<file path="config.mk">
export PLATFORM = sky130hd
export DESIGN_NAME = gas_sensor_ppm_linearizer
export DESIGN_NICKNAME = d
export VERILOG_FILES = /design/src/hdl/gsppm_pkg.sv /design/src/hdl/gas_sensor_ppm_linearizer.sv
export SDC_FILE = /design/constraint.sdc
export NUM_CORES = 2
export LEC_CHECK = 0
export BUFFER_PORTS_ARGS = -buffer_cell sky130_fd_sc_hd__buf_2
export CAP_MARGIN = 25
export CORE_MARGIN = 1
export CORE_UTILIZATION = 45
export DETAILED_ROUTE_END_ITERATION = 8
export PLACE_DENSITY = 0.73
export SETUP_SLACK_MARGIN = 0.15
export SYNTH_ARGS = -nofsm -noshare
export SYNTH_HDL_FRONTEND = slang
export SYNTH_SLANG_ARGS = --single-unit
</file>
<file path="constraint.sdc">
create_clock -name clk -period 16.7 [get_ports clk]
set_clock_uncertainty 0.05 [all_clocks]
set_input_delay 0 -clock clk [delete_from_list [all_inputs] [get_ports clk]]
set_output_delay 0 -clock clk [all_outputs]
set_load 0.02 [all_outputs]
</file>
<file path="src/hdl/gsppm_pkg.sv">
// ----------------------------------------------------------------------------
// gsppm_pkg
// Codes, constants and elaboration helpers of the gas sensor linearizer.
// ----------------------------------------------------------------------------
package gsppm_pkg;

  typedef logic [1:0] status_t;

  localparam status_t ST_OK   = 2'd0;
  localparam status_t ST_ZERO = 2'd1;
  localparam status_t ST_SAT  = 2'd2;

  localparam logic KIND_MEASURE = 1'b0;
  localparam logic KIND_CAL     = 1'b1;

  // Curve constants in Q24
  localparam longint LOG2_K_Q24   = 64'd111055808;
  localparam logic [31:0] EXPO_Q24     = 32'd24461181;
  localparam logic [31:0] INV_EXPO_Q24 = 32'd11507007;

  localparam logic [23:0] PPM_MAX = 24'hFFFFFF;
  localparam logic [31:0] R0_MAX  = 32'hFFFFFFFF;

  // Register indexes
  localparam logic [2:0] REG_LOAD_RES  = 3'd0;
  localparam logic [2:0] REG_CAL_PPM   = 3'd1;
  localparam logic [2:0] REG_CAL_GAIN  = 3'd2;
  localparam logic [2:0] REG_OUT_GAIN  = 3'd3;
  localparam logic [2:0] REG_INIT_R0   = 3'd4;

  // Integer square root, bit-pair method (elaboration only)
  function automatic logic [63:0] isqrt64(input logic [63:0] v_in);
    logic [63:0] v;
    logic [63:0] r;
    logic [63:0] b;
    v = v_in;
    r = 64'd0;
    b = 64'd1 << 62;
    for (int k = 0; k < 32; k++) begin
      if (v >= r + b) begin
        v = v - (r + b);
        r = (r >> 1) + b;
      end else begin
        r = r >> 1;
      end
      b = b >> 2;
    end
    return r;
  endfunction

  // Q30 root 2^(2^-(i+1)), each one the square root of the previous
  function automatic logic [31:0] exp_root(input int i);
    logic [63:0] r;
    r = 64'd2 << 30;
    for (int k = 0; k <= i; k++) begin
      r = isqrt64(r << 30);
    end
    return r[31:0];
  endfunction

endpackage

</file>
<file path="src/hdl/gas_sensor_ppm_linearizer.sv">
// ----------------------------------------------------------------------------
// gas_sensor_ppm_linearizer
// Power-law ppm linearizer for a metal-oxide gas sensor divider, built as one
// shared multiplier under a small sequencer (log2 by squaring, exp2 by roots).
// ----------------------------------------------------------------------------
//  channel | direction | transaction
//  in_     | slave     | tuser: kind, tdata: adc_sample
//  out_    | master    | tuser: status, tdata: ppm_value, ref_resistance
//  cfg_    | APB       | register write / read, always ready
//
//  An item runs through S_NUM, then four log jobs of S_NORM, S_SQ and S_ACC,
//  then S_MULQ, S_EXP and S_FIN; the single multiplier does every square and
//  product. Zero samples and other fixed results go from intake to S_FIN.
//  Reset is synchronous; registers return to their documented values.
//  A result waits in the output register; in_tready drops while busy and the
//  next result waits for the previous one to be taken.
// ----------------------------------------------------------------------------
module gas_sensor_ppm_linearizer #(
  parameter int ADC_BITS  = 12,
  parameter int FRAC_BITS = 16
) (
  input  logic                                clk,
  input  logic                                rst_n,
  input  logic                                in_tvalid,
  output logic                                in_tready,
  input  logic [((ADC_BITS+7)/8)*8-1:0]       in_tdata,   // adc_sample
  input  logic [0:0]                          in_tuser,   // kind
  output logic                                out_tvalid,
  input  logic                                out_tready,
  output logic [55:0]                         out_tdata,  // ppm_value, ref_resistance
  output logic [1:0]                          out_tuser,  // status
  input  logic                                cfg_psel,
  input  logic                                cfg_penable,
  input  logic                                cfg_pwrite,
  input  logic [4:0]                          cfg_paddr,
  input  logic [31:0]                         cfg_pwdata,
  output logic [31:0]                         cfg_prdata,
  output logic                                cfg_pready
);

  localparam int NW  = (20 + ADC_BITS > 32) ? 20 + ADC_BITS : 32;
  localparam int SW  = $clog2(NW);
  localparam int EW  = FRAC_BITS + 9;
  localparam int IPW = EW - FRAC_BITS;
  localparam int CW  = $clog2(FRAC_BITS);
  localparam int QSH = 24 - FRAC_BITS;
  localparam longint K_HALF = (64'd1 << QSH) >> 1;
  localparam logic signed [EW-1:0] K_Q = EW'((gsppm_pkg::LOG2_K_Q24 + K_HALF) >>> QSH);
  localparam logic signed [EW-1:0] ONE = EW'(64'd1 << FRAC_BITS);

  localparam logic [2:0] S_IDLE = 3'd0;
  localparam logic [2:0] S_NUM  = 3'd1;
  localparam logic [2:0] S_NORM = 3'd2;
  localparam logic [2:0] S_SQ   = 3'd3;
  localparam logic [2:0] S_ACC  = 3'd4;
  localparam logic [2:0] S_MULQ = 3'd5;
  localparam logic [2:0] S_EXP  = 3'd6;
  localparam logic [2:0] S_FIN  = 3'd7;

  // exp2 root table
  logic [31:0] roots [FRAC_BITS];
  for (genvar g = 0; g < FRAC_BITS; g++) begin : g_root
    localparam logic [31:0] ROOT = gsppm_pkg::exp_root(g);
    assign roots[g] = ROOT;
  end

  // Configuration registers
  logic [19:0] load_res_r;
  logic [15:0] cal_ppm_r, cal_gain_r, out_gain_r;
  logic [31:0] init_r0_r;
  logic        cfg_wr;

  assign cfg_pready = 1'b1;
  assign cfg_wr     = cfg_psel & cfg_penable & cfg_pwrite & cfg_pready;

  always_ff @(posedge clk) begin
    if (!rst_n) begin
      load_res_r <= 20'd10000;
      cal_ppm_r  <= 16'd10;
      cal_gain_r <= 16'd320;
      out_gain_r <= 16'd256;
      init_r0_r  <= 32'd10000;
    end else if (cfg_wr) begin
      case (cfg_paddr[4:2])
        gsppm_pkg::REG_LOAD_RES: load_res_r <= cfg_pwdata[19:0];
        gsppm_pkg::REG_CAL_PPM:  cal_ppm_r  <= cfg_pwdata[15:0];
        gsppm_pkg::REG_CAL_GAIN: cal_gain_r <= cfg_pwdata[15:0];
        gsppm_pkg::REG_OUT_GAIN: out_gain_r <= cfg_pwdata[15:0];
        gsppm_pkg::REG_INIT_R0:  init_r0_r  <= cfg_pwdata;
        default: ;
      endcase
    end
  end

  // Register readback
  always_comb begin
    case (cfg_paddr[4:2])
      gsppm_pkg::REG_LOAD_RES: cfg_prdata = {12'd0, load_res_r};
      gsppm_pkg::REG_CAL_PPM:  cfg_prdata = {16'd0, cal_ppm_r};
      gsppm_pkg::REG_CAL_GAIN: cfg_prdata = {16'd0, cal_gain_r};
      gsppm_pkg::REG_OUT_GAIN: cfg_prdata = {16'd0, out_gain_r};
      gsppm_pkg::REG_INIT_R0:  cfg_prdata = init_r0_r;
      default:                 cfg_prdata = 32'd0;
    endcase
  end

  // Datapath and control registers
  logic [2:0]           state_r;
  logic                 kind_r, skip_r, wr_r0_r;
  logic [ADC_BITS-1:0]  adc_r;
  logic [31:0]          r0u_r;
  logic [23:0]          pre_ppm_r;
  gsppm_pkg::status_t   pre_st_r;
  logic [NW-1:0]        xr_r;
  logic [SW-1:0]        sh_r;
  logic [31:0]          m_r;
  logic [FRAC_BITS-1:0] frac_r;
  logic [CW-1:0]        cnt_r;
  logic [1:0]           job_r;
  logic signed [EW-1:0] e_r, l_r;
  logic [31:0]          ref_r0_r;
  logic                 calib_r;
  logic                 out_valid_r;
  logic [23:0]          out_ppm_r;
  logic [31:0]          out_ref_r;
  gsppm_pkg::status_t   out_st_r;

  logic [ADC_BITS-1:0] adc_in, full;
  assign adc_in    = in_tdata[ADC_BITS-1:0];
  assign full      = {ADC_BITS{1'b1}};
  assign in_tready = (state_r == S_IDLE);

  // Shared multiplier
  logic [31:0] mul_a, mul_b;
  logic [63:0] prod;
  logic [EW-1:0] l_mag;
  assign l_mag = l_r[EW-1] ? EW'(-l_r) : EW'(l_r);

  always_comb begin
    case (state_r)
      S_NUM:   begin mul_a = {12'd0, load_res_r};
                     mul_b = 32'(full - adc_r); end
      S_SQ:    begin mul_a = m_r; mul_b = m_r; end
      S_MULQ:  begin mul_a = 32'(l_mag);
                     mul_b = kind_r ? gsppm_pkg::INV_EXPO_Q24 : gsppm_pkg::EXPO_Q24; end
      S_EXP:   begin mul_a = m_r; mul_b = roots[cnt_r]; end
      default: begin mul_a = 32'd0; mul_b = 32'd0; end
    endcase
  end
  assign prod = 64'(mul_a) * 64'(mul_b);

  // Log step helpers
  logic [31:0] sq_t;
  logic [SW-1:0] n_log;
  logic signed [EW-1:0] log_val;
  assign sq_t    = prod[61:30];
  assign n_log   = SW'(NW - 1) - sh_r;
  assign log_val = (EW'(n_log) << FRAC_BITS) | EW'(frac_r);

  // Rounded Q24 scaling of the log term
  logic [63:0] q_rnd;
  logic signed [EW-1:0] q_val;
  assign q_rnd = (prod + (64'd1 << 23)) >> 24;
  assign q_val = (l_r[EW-1] ^ ~kind_r) ? -EW'(q_rnd) : EW'(q_rnd);

  // Rounded root product
  logic [63:0] ex_rnd;
  assign ex_rnd = prod + (64'd1 << 29);

  // Operand for the next log job
  logic [NW-1:0] job_x;
  always_comb begin
    case (job_r)
      2'd0:    job_x = NW'(adc_r);
      2'd1:    job_x = (kind_r == gsppm_pkg::KIND_MEASURE) ? NW'(r0u_r) : NW'(cal_gain_r);
      default: job_x = (kind_r == gsppm_pkg::KIND_MEASURE) ? NW'(out_gain_r) : NW'(cal_ppm_r);
    endcase
  end

  // Target and sign of a log job: measure L+,L-,L-,E+; calibrate E+,E-,E+,L+
  logic to_l, neg_job;
  always_comb begin
    if (kind_r == gsppm_pkg::KIND_MEASURE) begin
      to_l    = (job_r != 2'd3);
      neg_job = (job_r == 2'd1) || (job_r == 2'd2);
    end else begin
      to_l    = (job_r == 2'd3);
      neg_job = (job_r == 2'd1);
    end
  end

  // Final shift of the exp2 mantissa
  logic signed [IPW-1:0] ip;
  logic signed [IPW:0]   s_val;
  logic [40:0]           v_fin;
  logic [33:0]           v_sum;
  assign ip    = e_r[EW-1:FRAC_BITS];
  assign s_val = (IPW+1)'(30) - {ip[IPW-1], ip};
  always_comb begin
    v_sum = 34'(m_r) + (34'd1 << (s_val[5:0] - 6'd1));
    if (ip >= 34) begin
      v_fin = 41'd1 << 40;
    end else if (ip >= 30) begin
      v_fin = 41'(m_r) << (2'(ip - 30));
    end else if (s_val > 32) begin
      v_fin = 41'd0;
    end else begin
      v_fin = 41'(v_sum >> s_val[5:0]);
    end
  end

  // Result assembly
  logic [23:0]        fin_ppm;
  logic [31:0]        fin_r0, fin_ref;
  gsppm_pkg::status_t fin_st;
  logic               fin_go;
  always_comb begin
    fin_r0 = (v_fin > 41'(gsppm_pkg::R0_MAX)) ? gsppm_pkg::R0_MAX : v_fin[31:0];
    if (skip_r) begin
      fin_ppm = pre_ppm_r;
      fin_st  = pre_st_r;
      fin_r0  = 32'd0;
    end else if (kind_r == gsppm_pkg::KIND_MEASURE) begin
      if (v_fin > 41'(gsppm_pkg::PPM_MAX)) begin
        fin_ppm = gsppm_pkg::PPM_MAX;
        fin_st  = gsppm_pkg::ST_SAT;
      end else begin
        fin_ppm = v_fin[23:0];
        fin_st  = gsppm_pkg::ST_OK;
      end
    end else begin
      fin_ppm = 24'd0;
      fin_st  = gsppm_pkg::ST_OK;
    end
    fin_ref = wr_r0_r ? fin_r0 : r0u_r;
  end
  assign fin_go = (state_r == S_FIN) && (!out_valid_r || out_tready);

  // Intake decode of fixed results
  logic zero_in, numz_in;
  logic [31:0] r0u_in;
  assign zero_in = (adc_in == '0);
  assign numz_in = (adc_in == full) || (load_res_r == 20'd0);
  assign r0u_in  = calib_r ? ref_r0_r : init_r0_r;

  // Control sequencer
  always_ff @(posedge clk) begin
    if (!rst_n) begin
      state_r  <= S_IDLE;
      ref_r0_r <= 32'd0;
      calib_r  <= 1'b0;
    end else begin
      case (state_r)
        S_IDLE: begin
          if (in_tvalid) begin
            kind_r    <= in_tuser[0];
            adc_r     <= adc_in;
            r0u_r     <= r0u_in;
            job_r     <= 2'd0;
            pre_ppm_r <= 24'd0;
            pre_st_r  <= gsppm_pkg::ST_OK;
            wr_r0_r   <= (in_tuser[0] == gsppm_pkg::KIND_CAL) && !zero_in;
            skip_r    <= 1'b1;
            state_r   <= S_FIN;
            if (in_tuser[0] == gsppm_pkg::KIND_MEASURE) begin
              e_r <= K_Q - (ONE <<< 2);
              l_r <= '0;
            end else begin
              e_r <= -(ONE <<< 3);
              l_r <= -K_Q;
            end
            if (zero_in) begin
              pre_st_r <= gsppm_pkg::ST_ZERO;
            end else if (in_tuser[0] == gsppm_pkg::KIND_MEASURE) begin
              if (r0u_in == 32'd0 || out_gain_r == 16'd0) begin
                pre_st_r <= gsppm_pkg::ST_OK;
              end else if (numz_in) begin
                pre_ppm_r <= gsppm_pkg::PPM_MAX;
                pre_st_r  <= gsppm_pkg::ST_SAT;
              end else begin
                skip_r  <= 1'b0;
                state_r <= S_NUM;
              end
            end else if (!(numz_in || cal_gain_r == 16'd0 || cal_ppm_r == 16'd0)) begin
              skip_r  <= 1'b0;
              state_r <= S_NUM;
            end
          end
        end
        S_NUM: begin
          xr_r    <= prod[NW-1:0];
          sh_r    <= '0;
          state_r <= S_NORM;
        end
        // Normalize: by a byte while the top byte is clear, else by a bit
        S_NORM: begin
          if (xr_r[NW-1]) begin
            m_r     <= {1'b0, xr_r[NW-1 -: 31]};
            frac_r  <= '0;
            cnt_r   <= '0;
            state_r <= S_SQ;
          end else if (xr_r[NW-1 -: 8] == 8'd0) begin
            xr_r <= xr_r << 8;
            sh_r <= sh_r + SW'(8);
          end else begin
            xr_r <= xr_r << 1;
            sh_r <= sh_r + SW'(1);
          end
        end
        // One fraction bit per squaring
        S_SQ: begin
          if (sq_t[31]) begin
            m_r    <= sq_t >> 1;
            frac_r <= {frac_r[FRAC_BITS-2:0], 1'b1};
          end else begin
            m_r    <= sq_t;
            frac_r <= {frac_r[FRAC_BITS-2:0], 1'b0};
          end
          cnt_r <= cnt_r + CW'(1);
          if (cnt_r == CW'(FRAC_BITS - 1)) state_r <= S_ACC;
        end
        S_ACC: begin
          if (to_l) l_r <= neg_job ? l_r - log_val : l_r + log_val;
          else      e_r <= neg_job ? e_r - log_val : e_r + log_val;
          if (job_r == 2'd3) begin
            state_r <= S_MULQ;
          end else begin
            job_r   <= job_r + 2'd1;
            xr_r    <= job_x;
            sh_r    <= '0;
            state_r <= S_NORM;
          end
        end
        S_MULQ: begin
          e_r     <= e_r + q_val;
          m_r     <= 32'd1 << 30;
          cnt_r   <= '0;
          state_r <= S_EXP;
        end
        // Product of roots selected by the fraction bits, high bit first
        S_EXP: begin
          if (e_r[CW'(FRAC_BITS - 1) - cnt_r]) m_r <= ex_rnd[61:30];
          cnt_r <= cnt_r + CW'(1);
          if (cnt_r == CW'(FRAC_BITS - 1)) state_r <= S_FIN;
        end
        S_FIN: begin
          if (fin_go) begin
            if (wr_r0_r) begin
              ref_r0_r <= fin_r0;
              calib_r  <= 1'b1;
            end
            state_r <= S_IDLE;
          end
        end
        default: state_r <= S_IDLE;
      endcase
    end
  end

  // Output register
  always_ff @(posedge clk) begin
    if (!rst_n) begin
      out_valid_r <= 1'b0;
    end else if (fin_go) begin
      out_valid_r <= 1'b1;
    end else if (out_tready) begin
      out_valid_r <= 1'b0;
    end
  end

  always_ff @(posedge clk) begin
    if (fin_go) begin
      out_ppm_r <= fin_ppm;
      out_ref_r <= fin_ref;
      out_st_r  <= fin_st;
    end
  end

  assign out_tvalid = out_valid_r;
  assign out_tdata  = {out_ref_r, out_ppm_r};
  assign out_tuser  = out_st_r;

endmodule

</file>
==> results.md <==
Outcome:
- The run finished with clean final reports.

Timing:
- At the pin with the least slew margin, the transition time is roughly 1.2 ns.
- The ratio of final minimum period to clock period is a little over nine tenths.
- The relative slew slack is slightly above 20%.
- Setup violations remaining at the end of the flow were counted as 0.
- The count of pins over their slew limit is 0.
- The number of hold-slack violations in the final timing report was 0.
- Static timing analysis puts the maximum clock frequency at about 63 MHz.
- Setup repair after global routing left no endpoint under its margin.
- The worst path in the final design needs a cycle of roughly 16 ns, including I/O delays and setup.
- After routing, the total negative slack on setup checks comes to 0 ns.
- In the post-route analysis, the smallest setup slack over all paths is about 0.84 ns.

Final layout:
- The share of cells above drive strength 1 is around 8.0%.
- In the final design database the tool counted about 9000 nets.
- The area of all placed cells without fillers is around 68000 um2.
- The final core area utilization is around half.
- The most common library cell in the layout ignoring fill and taps is sky130_fd_sc_hd__nand2_1.
- The library cells used most frequently in the layout, excluding fill and tap cells, are sky130_fd_sc_hd__nand2_1, sky130_fd_sc_hd__inv_1, sky130_fd_sc_hd__fa_1, sky130_fd_sc_hd__nor2_1, sky130_fd_sc_hd__ha_1.
- Compared with the post-synthesis result, the final layout area differs by 8.00%.

Power:
- The share of total power dissipated in sequential elements is approximately 15%.
- Power comes to 10.8 mW.
- Internal power comes to between 4 and 5 mW.
- Net switching is between 50% and 60% of the power.
- The power density relative to cell area is between 150 and 200 nW/um2.
- The clock network fraction of total power is 8.8%.
- In this run, the combinational gates consume 76.5% of the power.
- The analysis attributes to cell leakage a power of 29.3 nW.
- The peak supply drop is 0.138 mV.
- The reported net switching power is approximately 6.3 mW.

Global route:
- Entering global routing, the biggest net connects 100 pins.
- For this run the aggregate overflow at the end of global routing stands at 0.
- In the global route stage, overall resource usage came out at approximately a third.
- The number of global-route vias before repair is 55573.
- The first global-routing pass estimated between 300000 and 400000 um of wire.
- The initial antenna violation count was 11.

Floorplanning:
- The die outline area is roughly 140000 um2.
- The y dimension of the die is ~370 um.
- The initial core utilization is around 45%.
- approximately 150 I/O pins were placed.
- The region available for standard cell placement spans 138000 um2.
- The width of the die is about 370 um.
- The floorplan row count is roughly 140.

Drt:
- The residual antenna-violating net count after detailed routing is 0.
- The number of optimization iterations in the first detailed-route pass is 7.
- The number of DRC markers in iteration 0 is about 7400.
- The total number of vias is 56722.
- The post-detailed-route DRC marker count is 0.
- In the routed layout, each cell is associated on average with a via count of 6.11.
- The routed design has 232000 um of wire.
- After detailed routing, the average wire length per cell comes to roughly 25 um.

Worst setup path:
- For flop-to-flop paths, the worst setup slack is roughly 0.84 ns.
- The sort of element at the start of the critical path is a flip-flop.
- The nature of the critical path endpoint is a flip-flop.
- The critical path's largest stage delay is roughly 0.9 ns.
- The critical register-to-register path endpoint is e_r[24]$_DFFE_PP_.
- The standard cell with the maximum stage delay on the critical path is sky130_fd_sc_hd__a211oi_1.
- At the worst endpoint, the arrival time is around 16 ns.
- For the worst setup path, the data required time is between 15 and 20 ns.
- The critical path is of the reg2reg type.
- The cell depth of the worst flop-to-flop path is 50.
- The critical-path maximum fanout is 14.
- The reg-to-reg critical path startpoint is l_r[1]$_SDFFCE_PN0P_.
- Counting stages on the worst path, the most repeated cell is sky130_fd_sc_hd__fa_1.

Yosys:
- The count of unique library cells instantiated by Yosys is approximately 100.
- The register bit count reported by yosys is between 300 and 400.
- The mean instance size in the synthesized netlist is ~8.4 um2.
- The most used flip-flop cell after synthesis is sky130_fd_sc_hd__edfxtp_1.
- The number of enable-type register cells in the synthesized netlist is approximately 250.
- The portion of the post-synthesis area used by sequential elements is about 16%.
- The post-synthesis cell area is between 60000 and 70000 um2.
- The cell count after synthesis came out at about 7400.
- The post-synthesis net count is between 8000 and 9000.
- During synthesis, Yosys emitted a total of 0 warnings.
- The async set or reset register ratio after synthesis is 0%.

Clocking:
- CTS saw 385 sinks.
- The CTS tree is built.
- The clock-pin transition on the worst setup and hold timing paths is 0.07 ns.
- The number of clock buffers added by TritonCTS is 39.
- The maximum buffer depth of the clock tree is 3.
- The number of H-tree levels is 2.
- The latest clock arrival within the worst-skew pair is between 0.5 and 0.6 ns.
- The root buffer cell is sky130_fd_sc_hd__clkbuf_16.

Placement:
- The number of buffers added on ports is approximately 150.
- The cell area reported after detailed placement is between 60000 and 70000 um2.
- The detailed placer's ending HPWL is around 180000 um.
- The worst slack after detailed placement is roughly 1.1 ns.
- Routability-driven placement finished with a final weighted congestion of 1.07.

Min path:
- The end point of the most critical hold path is cal_ppm_r[5]$_SDFFE_PN0P_.
- The number of cells on the worst hold path is 6.
- The path class of the tightest hold or removal check is in2reg.
- The source of the worst hold timing path is cfg_penable.

Flow run:
- Across the run, the number of max-cap violations was 0.
## how the worst max path moves through the flow
stage / from / end / slack (ns) / depth (start not counted)
finish: l_r[1]$_SDFFCE_PN0P_ / e_r[24]$_DFFE_PP_ / 0.84 / 50
detailed placement: l_r[1]$_SDFFCE_PN0P_ / e_r[24]$_DFFE_PP_ / 1.13 / 50
global route: l_r[1]$_SDFFCE_PN0P_ / e_r[24]$_DFFE_PP_ / 0.05 / 52
floorplan: l_r[1]$_SDFFCE_PN0P_ / e_r[24]$_DFFE_PP_ / 3.48 / 54
CTS: l_r[1]$_SDFFCE_PN0P_ / e_r[24]$_DFFE_PP_ / 1.10 / 50
global placement: l_r[1]$_SDFFCE_PN0P_ / e_r[24]$_DFFE_PP_ / 1.30 / 50
## critical path, delay by kind of cell, from the launching register on
kind	cells	cell delay [ns]
XOR/XNOR	2	0.35
flip-flops	1	0.50
multiplexers	1	0.50
AND/OR/NAND/NOR	14	3.32
adder cells (fa/ha/maj)	12	5.24
AO/OA/AOI/OAI	16	5.26
buffers and inverters	5	0.33
## cells in the mapped netlist (all sizes together), types with 51 or more instances
cell,n,area share (%)
a21boi,101,1.2
ha,356,7.1
a21o,73,0.88
o21ai,297,2.4
a211oi,62,0.77
and2,80,0.80
dfxtp,137,4.4
mux2,71,1.3
xnor2,144,2.0
fa,898,29
nor2,859,5.2
mux2i,116,1.9
clkbuf,363,2.2
xor2,106,1.5
nor4,51,0.52
nor3,90,0.72
a21oi,302,2.4
buf,62,0.42
inv,1045,6.3
nand2,1094,6.6
edfxtp,248,12
nand3,101,0.82
## repair_timing
item                                    4_1_cts  5_1_grt
setup buffers                                 0        0
endpoints found under the setup margin        0        1
hold buffers                                 63        0
hold endpoints to repair                    119        0
gates resized for setup                       0        1
## final cells by class
class | count | area [um2]
diodes | 8 | 20.0
clock buffers | 53 | 1140
clock inverters | 18 | 206
fillers | 12941 | 70200
inverters | 1048 | 3930
multi-input cells | 5588 | 47100
flip-flops and latches | 385 | 10200
well taps | 1794 | 2240
repair buffers | 394 | 2770
## metal layers
layer,global-route usage (%),share of wire [%]
met5,0,0.021
met4,16.9,6.3
met3,8.57,13
met2,48.9,43
met1,43.6,38
## state kept, by name, indices dropped and copies added (netlist names), 20 cells and up
signal      flops
ref_r0_r       32
out_ref_r      32
l_r            25
m_r            32
out_ppm_r      24
r0u_r          32
load_res_r     20
init_r0_r      32
xr_r           32
e_r            25
## power groups by stage
stage          clock, mW  sequential (mW)  combinational, mW
5_1_grt            0.979             1.57               8.78
6_report           0.945             1.58               8.24
3_3_place_gp           0             1.58               7.74
4_1_cts            0.947             1.56               7.93
3_5_place_dp           0             1.58               7.83
2_1_floorplan          0             1.40               5.26
## through the flow
| stage | cells | hold WS, ns |
|---|---|---|
| detailed placement | 9137 | 0.209 |
| finish | 9288 | 0.0701 |
| global route | 9280 | 0.108 |
| floorplan | 7446 | 0.0489 |
| global placement | 9132 | 0.200 |
| CTS | 9271 | 0.0505 |
## cell families after synthesis
| logic type | after synthesis | share of synthesized area (%) |
|---|---|---|
| AOI/OAI and AO/OA | 1316 | 14.1 |
| adders and majority gates | 1254 | 35.8 |
| and+or+nand+nor | 2565 | 17.7 |
| buffers and inverters | 1473 | 8.88 |
| xor gates and xnor gates | 250 | 3.52 |
| other | 1 | 0.00599 |
| DFF | 385 | 16.3 |
| muxes | 202 | 3.67 |
No activity file was read; power rests on OpenSTA's default activity.
